[src/rtl/core/ucd_pkg.sv]
// Shared types and constants for the seconds-to-calendar-date unit.
// No dependencies; imported by every module under rtl/core.
package ucd_pkg;

  // Divider operand and quotient width
  localparam int DivW     = 32;
  localparam int RemW     = 6;

  // Quotient widths of the three splits: t/60, t/3600, t/86400
  localparam int MinCntW  = 27;
  localparam int HourCntW = 21;
  localparam int DayCntW  = 16;

  // Day count rebased to the Common Era fits 20 bits
  localparam int DayW     = 20;
  localparam int DoyW     = 9;
  localparam int YearW    = 12;
  localparam int MonW     = 4;

  localparam logic [DayW-1:0] CeDayOffset = 20'd719499;

  // Reciprocal division t/d = (t * Recip) >> Shift, exact for any 32-bit t
  localparam logic [DivW-1:0] RecipDiv60 = 32'h8888_8889;
  localparam logic [DivW-1:0] RecipDiv24 = 32'hAAAA_AAAB;
  localparam int              ShiftDiv60 = 37;
  localparam int              ShiftDiv24 = 36;
  localparam logic [RemW-1:0] Div60      = 6'd60;
  localparam logic [RemW-1:0] Div24      = 6'd24;

  // Command to the shared divider
  typedef struct packed {
    logic             start;
    logic             by24;   // divisor 24 when set, else 60
  } div_cmd_t;

  // Status back from the shared divider
  typedef struct packed {
    logic            done;
    logic [RemW-1:0] rem;
  } div_stat_t;

endpackage

[src/rtl/core/unix_seconds_to_calendar_date_unit.sv]
// Top level: sequencer over the shared divider and the date search.
// Depends on ucd_pkg, ucd_divider, ucd_search.
//
//  channel  | handshake            | payload
//  ---------+----------------------+---------------------------------------------
//  request  | start, busy          | seconds_since_epoch[31:0]
//  result   | done (1-cycle pulse) | second, minute, hour, day_of_month, month, year
//
// A request is taken when start is high and busy is low; busy stays high through
// the result cycle. Three divider passes (60, 60, 24) run first; then the search
// steps through each March-based year after 1969 (0 to 136) and each month after
// March (0 to 11), and done follows. The next request is taken only once busy
// falls again after the result. Results show for one cycle on done; the receiver
// cannot stall. Sync reset.
module unix_seconds_to_calendar_date_unit (
  input  logic                      clk,
  input  logic                      rst,
  input  logic                      start,
  output logic                      busy,
  input  logic [31:0]               seconds_since_epoch,
  output logic                      done,
  output logic [5:0]                second,
  output logic [5:0]                minute,
  output logic [4:0]                hour,
  output logic [4:0]                day_of_month,
  output logic [ucd_pkg::MonW-1:0]  month,
  output logic [ucd_pkg::YearW-1:0] year
);
  import ucd_pkg::*;

  localparam logic [2:0] ST_IDLE = 3'd0;
  localparam logic [2:0] ST_SEC  = 3'd1;
  localparam logic [2:0] ST_MIN  = 3'd2;
  localparam logic [2:0] ST_HR   = 3'd3;
  localparam logic [2:0] ST_SRCH = 3'd4;

  logic [2:0]      state;
  logic [5:0]      sec_r;
  logic [5:0]      min_r;
  logic [4:0]      hr_r;

  div_cmd_t        div_cmd;
  div_stat_t       div_stat;
  logic [DivW-1:0] div_operand;
  logic [DivW-1:0] div_q;
  logic            srch_start;
  logic [DayW-1:0] srch_days;
  logic            srch_done;

  assign busy = (state != ST_IDLE);

  // next divider command, operands zero-extended from their quotient width
  always_comb begin
    div_cmd     = '0;
    div_operand = '0;
    srch_start  = 1'b0;
    srch_days   = {{(DayW-DayCntW){1'b0}}, div_q[DayCntW-1:0]} + CeDayOffset;
    case (state)
      ST_IDLE: begin
        div_cmd.start = start;
        div_operand   = seconds_since_epoch;
      end
      ST_SEC: begin
        div_cmd.start = div_stat.done;
        div_operand   = {{(DivW-MinCntW){1'b0}}, div_q[MinCntW-1:0]};
      end
      ST_MIN: begin
        div_cmd.start = div_stat.done;
        div_cmd.by24  = 1'b1;
        div_operand   = {{(DivW-HourCntW){1'b0}}, div_q[HourCntW-1:0]};
      end
      ST_HR: begin
        srch_start = div_stat.done;
      end
      default: begin
      end
    endcase
  end

  // sequencer
  always_ff @(posedge clk) begin
    if (rst) begin
      state <= ST_IDLE;
    end else begin
      case (state)
        ST_IDLE: if (start) state <= ST_SEC;
        ST_SEC: begin
          if (div_stat.done) begin
            sec_r <= div_stat.rem;
            state <= ST_MIN;
          end
        end
        ST_MIN: begin
          if (div_stat.done) begin
            min_r <= div_stat.rem;
            state <= ST_HR;
          end
        end
        ST_HR: begin
          if (div_stat.done) begin
            hr_r  <= div_stat.rem[4:0];
            state <= ST_SRCH;
          end
        end
        ST_SRCH: if (srch_done) state <= ST_IDLE;
        default: state <= ST_IDLE;
      endcase
    end
  end

  ucd_divider u_div (
    .clk      (clk),
    .rst      (rst),
    .cmd      (div_cmd),
    .operand  (div_operand),
    .stat     (div_stat),
    .quotient (div_q)
  );

  ucd_search u_srch (
    .clk          (clk),
    .rst          (rst),
    .start        (srch_start),
    .days         (srch_days),
    .done         (srch_done),
    .day_of_month (day_of_month),
    .month        (month),
    .year         (year)
  );

  assign done   = srch_done;
  assign second = sec_r;
  assign minute = min_r;
  assign hour   = hr_r;

endmodule

[src/rtl/core/ucd_divider.sv]
// Shared divider by 60 or 24: reciprocal multiply, then quotient and remainder.
// Depends on ucd_pkg (div_cmd_t, div_stat_t, reciprocal constants, widths).
module ucd_divider (
  input  logic                     clk,
  input  logic                     rst,
  input  ucd_pkg::div_cmd_t        cmd,
  input  logic [ucd_pkg::DivW-1:0] operand,
  output ucd_pkg::div_stat_t       stat,
  output logic [ucd_pkg::DivW-1:0] quotient
);
  import ucd_pkg::*;

  logic [2*DivW-1:0] prod;
  logic [DivW-1:0]   opnd;
  logic [DivW-1:0]   q;
  logic [RemW-1:0]   rem;
  logic              active;
  logic              done;
  logic              by24;

  logic [DivW-1:0]   magic;
  logic [DivW-1:0]   q_next;
  logic [RemW-1:0]   dvsr;
  logic [RemW-1:0]   rem_next;

  // reciprocal for the requested divisor
  always_comb begin
    magic = cmd.by24 ? RecipDiv24 : RecipDiv60;
  end

  // quotient from the high product bits; remainder fits in the low bits
  always_comb begin
    if (by24) begin
      q_next = DivW'(prod >> ShiftDiv24);
      dvsr   = Div24;
    end else begin
      q_next = DivW'(prod >> ShiftDiv60);
      dvsr   = Div60;
    end
    rem_next = opnd[RemW-1:0] - q_next[RemW-1:0] * dvsr;
  end

  // multiply into prod on start; from prod, register quotient, remainder and done
  always_ff @(posedge clk) begin
    if (rst) begin
      active <= 1'b0;
      done   <= 1'b0;
    end else begin
      done <= 1'b0;
      if (cmd.start) begin
        prod   <= {{DivW{1'b0}}, operand} * {{DivW{1'b0}}, magic};
        opnd   <= operand;
        by24   <= cmd.by24;
        active <= 1'b1;
      end else if (active) begin
        q      <= q_next;
        rem    <= rem_next;
        active <= 1'b0;
        done   <= 1'b1;
      end
    end
  end

  assign stat.done = done;
  assign stat.rem  = rem;
  assign quotient  = q;

endmodule

[src/rtl/core/ucd_search.sv]
// Year and month stepping search over a shared magnitude compare.
// Depends on ucd_pkg (widths). Days are counted from the Common Era.
module ucd_search (
  input  logic                      clk,
  input  logic                      rst,
  input  logic                      start,
  input  logic [ucd_pkg::DayW-1:0]  days,
  output logic                      done,
  output logic [4:0]                day_of_month,
  output logic [ucd_pkg::MonW-1:0]  month,
  output logic [ucd_pkg::YearW-1:0] year
);
  import ucd_pkg::*;

  localparam logic [1:0] SS_IDLE  = 2'd0;
  localparam logic [1:0] SS_YEAR  = 2'd1;
  localparam logic [1:0] SS_MONTH = 2'd2;

  // days before month m, March-based: 367*m/12
  function automatic logic [DoyW-1:0] days_before_month(input logic [MonW-1:0] m);
    logic [DoyW-1:0] r;
    case (m)
      4'd1:    r = 9'd30;
      4'd2:    r = 9'd61;
      4'd3:    r = 9'd91;
      4'd4:    r = 9'd122;
      4'd5:    r = 9'd152;
      4'd6:    r = 9'd183;
      4'd7:    r = 9'd214;
      4'd8:    r = 9'd244;
      4'd9:    r = 9'd275;
      4'd10:   r = 9'd305;
      4'd11:   r = 9'd336;
      4'd12:   r = 9'd367;
      4'd13:   r = 9'd397;
      default: r = 9'd0;
    endcase
    return r;
  endfunction

  logic [1:0]       state;
  logic [DayW-1:0]  tval;
  logic [YearW-1:0] yr;
  logic [DayW-1:0]  cur;   // days before yr
  logic [DayW-1:0]  nxt;   // days before yr+1
  logic [1:0]       c4;    // (yr+1) mod 4
  logic [6:0]       c100;  // (yr+1) mod 100
  logic [8:0]       c400;  // (yr+1) mod 400
  logic [DoyW-1:0]  doy;
  logic [MonW-1:0]  mon;

  logic [1:0]       c4_next;
  logic [6:0]       c100_next;
  logic [8:0]       c400_next;
  logic             leap;
  logic [DayW-1:0]  cmp_a;
  logic [DayW-1:0]  cmp_b;
  logic             gt;
  logic [DayW-1:0]  yr_diff;
  logic [DoyW-1:0]  dom_diff;
  logic [MonW-1:0]  mon_adj;

  // year length of the next year from the mod counters
  always_comb begin
    c4_next   = c4 + 2'd1;
    c100_next = (c100 == 7'd99)  ? 7'd0 : c100 + 7'd1;
    c400_next = (c400 == 9'd399) ? 9'd0 : c400 + 9'd1;
    leap      = ((c4_next == 2'd0) && (c100_next != 7'd0)) || (c400_next == 9'd0);
  end

  // shared compare: year threshold or month boundary
  always_comb begin
    if (state == SS_YEAR) begin
      cmp_a = tval;
      cmp_b = nxt + 20'd30;
    end else begin
      cmp_a = {{(DayW-DoyW){1'b0}}, doy};
      cmp_b = {{(DayW-DoyW){1'b0}}, days_before_month(mon + 4'd1)};
    end
    gt       = (cmp_a > cmp_b);
    yr_diff  = tval - cur;
    dom_diff = doy - days_before_month(mon);
    mon_adj  = mon + 4'd2;
  end

  always_ff @(posedge clk) begin
    if (rst) begin
      state <= SS_IDLE;
      done  <= 1'b0;
    end else begin
      done <= 1'b0;
      case (state)
        SS_IDLE: begin
          if (start) begin
            tval  <= days;
            yr    <= 12'd1969;
            cur   <= 20'd719162;
            nxt   <= 20'd719527;
            c4    <= 2'd2;
            c100  <= 7'd70;
            c400  <= 9'd370;
            state <= SS_YEAR;
          end
        end
        SS_YEAR: begin
          if (gt && (yr != 12'd4095)) begin
            yr   <= yr + 12'd1;
            cur  <= nxt;
            nxt  <= nxt + (leap ? 20'd366 : 20'd365);
            c4   <= c4_next;
            c100 <= c100_next;
            c400 <= c400_next;
          end else begin
            doy   <= yr_diff[DoyW-1:0];
            mon   <= 4'd1;
            state <= SS_MONTH;
          end
        end
        SS_MONTH: begin
          if (gt && (mon != 4'd12)) begin
            mon <= mon + 4'd1;
          end else begin
            day_of_month <= dom_diff[4:0];
            // shift March-based month to January-based
            if (mon_adj > 4'd12) begin
              month <= mon_adj - 4'd12;
              year  <= yr + 12'd1;
            end else begin
              month <= mon_adj;
              year  <= yr;
            end
            done  <= 1'b1;
            state <= SS_IDLE;
          end
        end
        default: state <= SS_IDLE;
      endcase
    end
  end

endmodule
[config.mk]
export PLATFORM = sky130hd
export DESIGN_NAME = unix_seconds_to_calendar_date_unit
export DESIGN_NICKNAME = d
export VERILOG_FILES = /design/src/rtl/core/ucd_pkg.sv /design/src/rtl/core/unix_seconds_to_calendar_date_unit.sv /design/src/rtl/core/ucd_divider.sv /design/src/rtl/core/ucd_search.sv
export SDC_FILE = /design/constraint.sdc
export NUM_CORES = 1
export LEC_CHECK = 0
export BUFFER_PORTS_ARGS = -buffer_cell sky130_fd_sc_hd__buf_2
export CORE_UTILIZATION = 51
export CTS_CLUSTER_SIZE = 14
export DETAILED_ROUTE_END_ITERATION = 10
export PLACE_DENSITY = 0.68
export SETUP_SLACK_MARGIN = 0.02
export SYNTH_ARGS = -nofsm -noshare
export SYNTH_HDL_FRONTEND = slang
export SYNTH_SLANG_ARGS = --single-unit
export TNS_END_PERCENT = 30
[constraint.sdc]
create_clock -name clk -period 8.35 [get_ports clk]
set_input_delay 0.4175 -clock clk [delete_from_list [all_inputs] [get_ports clk]]
set_output_delay 0.4175 -clock clk [all_outputs]
set_load 0.02 [all_outputs]
==> results of run 1 <==
[through the flow]
step | std cells | area, sq um | hold slack [ps]
after floorplan | 2852 | 29300 | 421
final | 3861 | 32900 | 297
after detailed placement | 3814 | 31800 | 458
after global routing | 3861 | 32900 | 322
after global placement | 3814 | 31800 | 444
after CTS | 3851 | 32500 | 275
[state kept, by name, summed over array words and instances (netlist names), 7 cells and up, named ones only]
| register | flops |
|---|---|
| u_div.prod | 28 |
| u_div.quotient | 27 |
| u_srch.c100 | 7 |
| u_srch.c400 | 9 |
| u_srch.cur | 9 |
| u_srch.doy | 9 |
| u_srch.nxt | 20 |
| u_srch.tval | 17 |
| u_srch.year | 12 |
| u_srch.yr | 12 |
[repair_timing]
action,in CTS,in global routing
hold endpoints to repair,0,0
gates cloned,0,2
resized for setup,7,68
buffers inserted,0,8
setup endpoints to repair,9,21
pin swaps,0,25
[layout make-up]
cell class,count,share of cell area
Sequential cell,208,0.186
Multi-Input combinational cell,1881,0.626
Timing Repair Buffer,263,0.0562
Clock buffer,22,0.0167
Inverter,716,0.0816
Tap cell,756,0.0287
Clock inverter,15,0.00509
[worst paths after layout]
path	from	endpoint	slack, ps	depth (start not counted)
worst max-delay path	state[2]$_SDFFE_PP0P_	u_div.prod[55]$_DFFE_PP_	230	28
worst min-delay path	rst	u_srch.done$_SDFF_PP0_	300	2
worst max register to register	state[2]$_SDFFE_PP0P_	u_div.prod[55]$_DFFE_PP_	230	28
worst min register to register	u_div.rem[0]$_DFFE_PP_	hour[0]$_DFFE_PP_	480	0
[routing by layer]
| layer | part of all wire | up-vias | global-route usage |
|---|---|---|---|
| met4 | 0.031 | 0 | 0.0821 |
| li1 | - | 9576 | - |
| met3 | 0.045 | 111 | 0.0301 |
| met2 | 0.48 | 530 | 0.505 |
| met5 | 0 | - | 0 |
| met1 | 0.44 | 10300 | 0.410 |
[placed cells by master, fill, tap and decap left out, types with 39 or more instances in the layout]
master    Yosys  layout
xnor2_1      86      86
fa_1        404     402
o21ai_0      61      58
inv_1       716     712
buf_2         4      74
edfxtp_1    195     195
a21o_1       45      45
nor2_1       86      78
conb_1        2      43
nand2_1     133     132
a21oi_1      96      90
buf_4         2     184
xor2_1       64      62
and2_1       39      39
nand3_1      40      40
ha_1        462     453
[cells by family (layout without fill, tap and decap cells)]
| kind of cell | count (synthesis) | count (layout) | synth area share |
|---|---|---|---|
| adder cells (fa/ha/maj) | 866 | 866 | 0.477 |
| buffers and inverters | 763 | 1016 | 0.0991 |
| AND/OR/NAND/NOR | 453 | 453 | 0.0791 |
| AO/OA/AOI/OAI | 325 | 325 | 0.0730 |
| flip-flops | 208 | 208 | 0.210 |
| XOR/XNOR | 150 | 150 | 0.0452 |
| multiplexers | 44 | 44 | 0.0166 |
| other | 2 | 43 | 0.000258 |
==> out/qor.yml, run 1 <==
status: "complete, no violations"
ant_nets: 0
final_nets: 3993
arrival_ps: 8390
clock_latency_ps: 540
period_minus_slack_ps: 8120
grt_pass1_wl_um: 128000
ys_ff_latch: 208
synthDistinctLibCells: 77
gp_congestion: 1.00
ctsHoldBuffers: 0
viasPerCell: 5.32
n_antenna_cell: 0
synth.most_common_cell: "inv_1"
coreArea_sq_um: 56400
drc_errors: 0
htree_levels: 1
grt_usage: 0.299
critPathTopFamily: "adder cells"
syn_inst: 2811
cp_slowest_cell: "fa_1"
grt_max_degree: 83
fillCellCount: 4964
vias: 20600
multi_input_area_sq_um: 20600
cp-end-kind: "flop"
drt_iter0_markers: 1497
clock_path_buffers: 3
synth_flop_cell: "edfxtp_1"
crit_path_start_kind: "flop"
maxCapViolCount: 0
antenna_found_initial: 0
fmax_mhz: 123
synth-edff-count: 195
yosysTopAreaCellShare: 0.278
grt_pass1_vias: 21700
wl_per_cell_um: 21.6
mappedNetlistArea_sq_um: 29100
pin_count: 75
timing_hold_violations_final: 0
synthArstFlopShare: 0
hpwl_um: 73500
portBuffers: 74
cts_tree: "yes"
seq_area_frac_synth: 0.210
fin_util: 0.584
finalClockSkew_ps: 28.4
layout-drive-gt1-share: 0.137
crit_buf_inv: 5
register_area_sq_um: 6120
crit_top_cell: "fa_1"
rows: 87
cts_buffers: 22
tns_ps: 0
worst_slew_pin_slew_ps: 1220
syn_avg_cell_area_sq_um: 10.4
synthTopCellsByCount: "716 x inv_1, 462 x ha_1, 404 x fa_1"
clkSinkCount: 208
slew_violations: 0
area_growth_syn_to_layout_pct: 13.2
critPathMaxFanout: 21
setup_slack_ps: 227
crit_required_ps: 8610
wirelength_um: 83400
preCtsSetupSlack_ps: -140
initial_core_util: 0.516
yosysTopAreaCell: "fa_1"
cts-root-buf: "clkbuf_16"
path_clk_slew_ps: 60
max_slew_margin: 0.185
worstSetupPathType: "flop to flop"
die_w_um: 241
dieArea_sq_um: 58000
firstDrtPassIters: 5
setup_viol: 0
synth.area.top_cells: "fa_1 28%, edfxtp_1 20%, ha_1 20%, inv_1 9.2%, xnor2_1 2.6%"
fp.dieH_um: 241
yosysWarnings: 0
min_path_type: "primary input to flop"
slowest_delay_ps: 540
post-route-period-util: 0.973
grt_overflow: 0
Power of run 1 is not shown: default switching activity piles up to over one toggle a cycle in this logic, so the estimate is an artifact.
==> run 2: changes to the inputs <==
Settings changed: CELL_PAD_IN_SITES_DETAIL_PLACEMENT set to 1, CELL_PAD_IN_SITES_GLOBAL_PLACEMENT set to 1, CORE_UTILIZATION 51 to 47, PLACE_DENSITY 0.68 to 0.77.
==> out/qor.yml, run 2 (same netlist as run 1, synthesis figures left out) <==
area_growth_syn_to_layout_pct: 11.9
finalClockSkew_ps: 11.1
crit_top_cell: "fa_1"
portBuffers: 74
fp.dieH_um: 251
vias: 20700
pin_count: 75
die_w_um: 251
grt_pass1_wl_um: 141000
final_cell_mix: "713 x inv_1, 456 x ha_1, 401 x fa_1"
wirelength_um: 91300
grt_overflow: 0
cts_buffers: 22
final_nets: 3949
drc_errors: 0
hpwl_um: 80600
ant_nets: 0
critPathMaxFanout: 8
gp_congestion: 0.997
worstSetupPathType: "flop to flop"
grt_pass1_vias: 23600
worstHoldStart: "rst"
n_antenna_cell: 0
clock_path_buffers: 3
holdPathStages: 2
min_path_type: "primary input to flop"
drt_iter0_markers: 1122
slowest_delay_ps: 590
ctsHoldBuffers: 0
status: "complete, no violations"
coreArea_sq_um: 60800
period_minus_slack_ps: 8070
timing.rr.end: "u_div.prod[55]$_DFFE_PP_"
largest_reg_flops: 28
max_slew_margin: 0.275
wl_per_cell_um: 23.7
hold_end: "u_div.active$_SDFF_PP0_"
r2r_cells: 29
antenna_found_initial: 0
layout-drive-gt1-share: 0.118
firstDrtPassIters: 5
regMostFlops: "u_div.prod"
crit_buf_inv: 6
grt_usage: 0.299
maxCapViolCount: 0
cp-end-kind: "flop"
dieArea_sq_um: 62900
fin_cells: 3846
crit_required_ps: 8620
fmax_mhz: 124
setup_viol: 0
post-route-period-util: 0.967
timing.hold.ws_ps: 301
worst_slew_pin_slew_ps: 1080
tns_ps: 0
clkSinkCount: 208
timing_hold_violations_final: 0
rows: 90
path_clk_slew_ps: 70
cp_slowest_cell: "fa_1"
cts-root-buf: "clkbuf_16"
viasPerCell: 5.39
initial_core_util: 0.478
cts_tree: "yes"
rrSetupSlack_ps: 280
fin_util: 0.535
clock_latency_ps: 530
htree_levels: 1
timing.rr.start: "state[1]$_SDFFE_PP0P_"
dp.cells: 3798
arrival_ps: 8340
critPathTopFamily: "adder cells"
grt_max_degree: 60
crit_path_start_kind: "flop"
slew_violations: 0
layout.cells.most_common: "inv_1"
[run 2: final cells by class]
type                            instances  area [sq um]
Fill cell                            6733         28200
Multi-Input combinational cell       1881         20500
Sequential cell                       208          6120
Inverter                              716          2690
Timing Repair Buffer                  219          1550
Tap cell                              782           978
Clock buffer                           30           612
Clock inverter                         10           109
[run 2: through the flow]
step                area (sq um)  setup slack (ps)
detailed placement         31500              -125
global route               32600             -15.0
finish                     32600               276
global placement           31500             -4.76
floorplan                  29300               100
CTS                        32300              21.5
[run 2: how the worst max path moves through the flow]
| stage | to | slack, ps | start | depth (start not counted) |
|---|---|---|---|---|
| floorplan | u_div.prod[55]$_DFFE_PP_ | 100 | state[1]$_SDFFE_PP0P_ | 30 |
| global placement | u_div.prod[63]$_DFFE_PP_ | -5 | state[1]$_SDFFE_PP0P_ | 31 |
| detailed placement | u_div.prod[59]$_DFFE_PP_ | -130 | state[1]$_SDFFE_PP0P_ | 31 |
| CTS | u_div.prod[57]$_DFFE_PP_ | 20 | state[1]$_SDFFE_PP0P_ | 33 |
| global route | u_div.prod[57]$_DFFE_PP_ | -20 | state[0]$_SDFFE_PP0P_ | 32 |
| finish | u_div.prod[55]$_DFFE_PP_ | 280 | state[1]$_SDFFE_PP0P_ | 29 |
[run 2: layer usage]
| layer | vias to the layer above | share of wire | routed length [um] | global-route usage |
|---|---|---|---|---|
| met1 | 10600 | 0.42 | 38800 | 0.391 |
| met3 | 140 | 0.043 | 3920 | 0.0239 |
| met2 | 480 | 0.49 | 44800 | 0.525 |
| li1 | 9488 | - | - | - |
| met4 | 0 | 0.041 | 3780 | 0.0999 |
| met5 | - | 0 | 0 | 0 |
[run 2: repair_timing]
action | CTS | global route
buffers inserted | 0 | 6
setup endpoints to repair | 8 | 20
hold endpoints to repair | 0 | 0
pin swaps | 0 | 22
gates resized for setup | 8 | 51
cloned | 0 | 2
Power of run 2 is left out for the same reason.
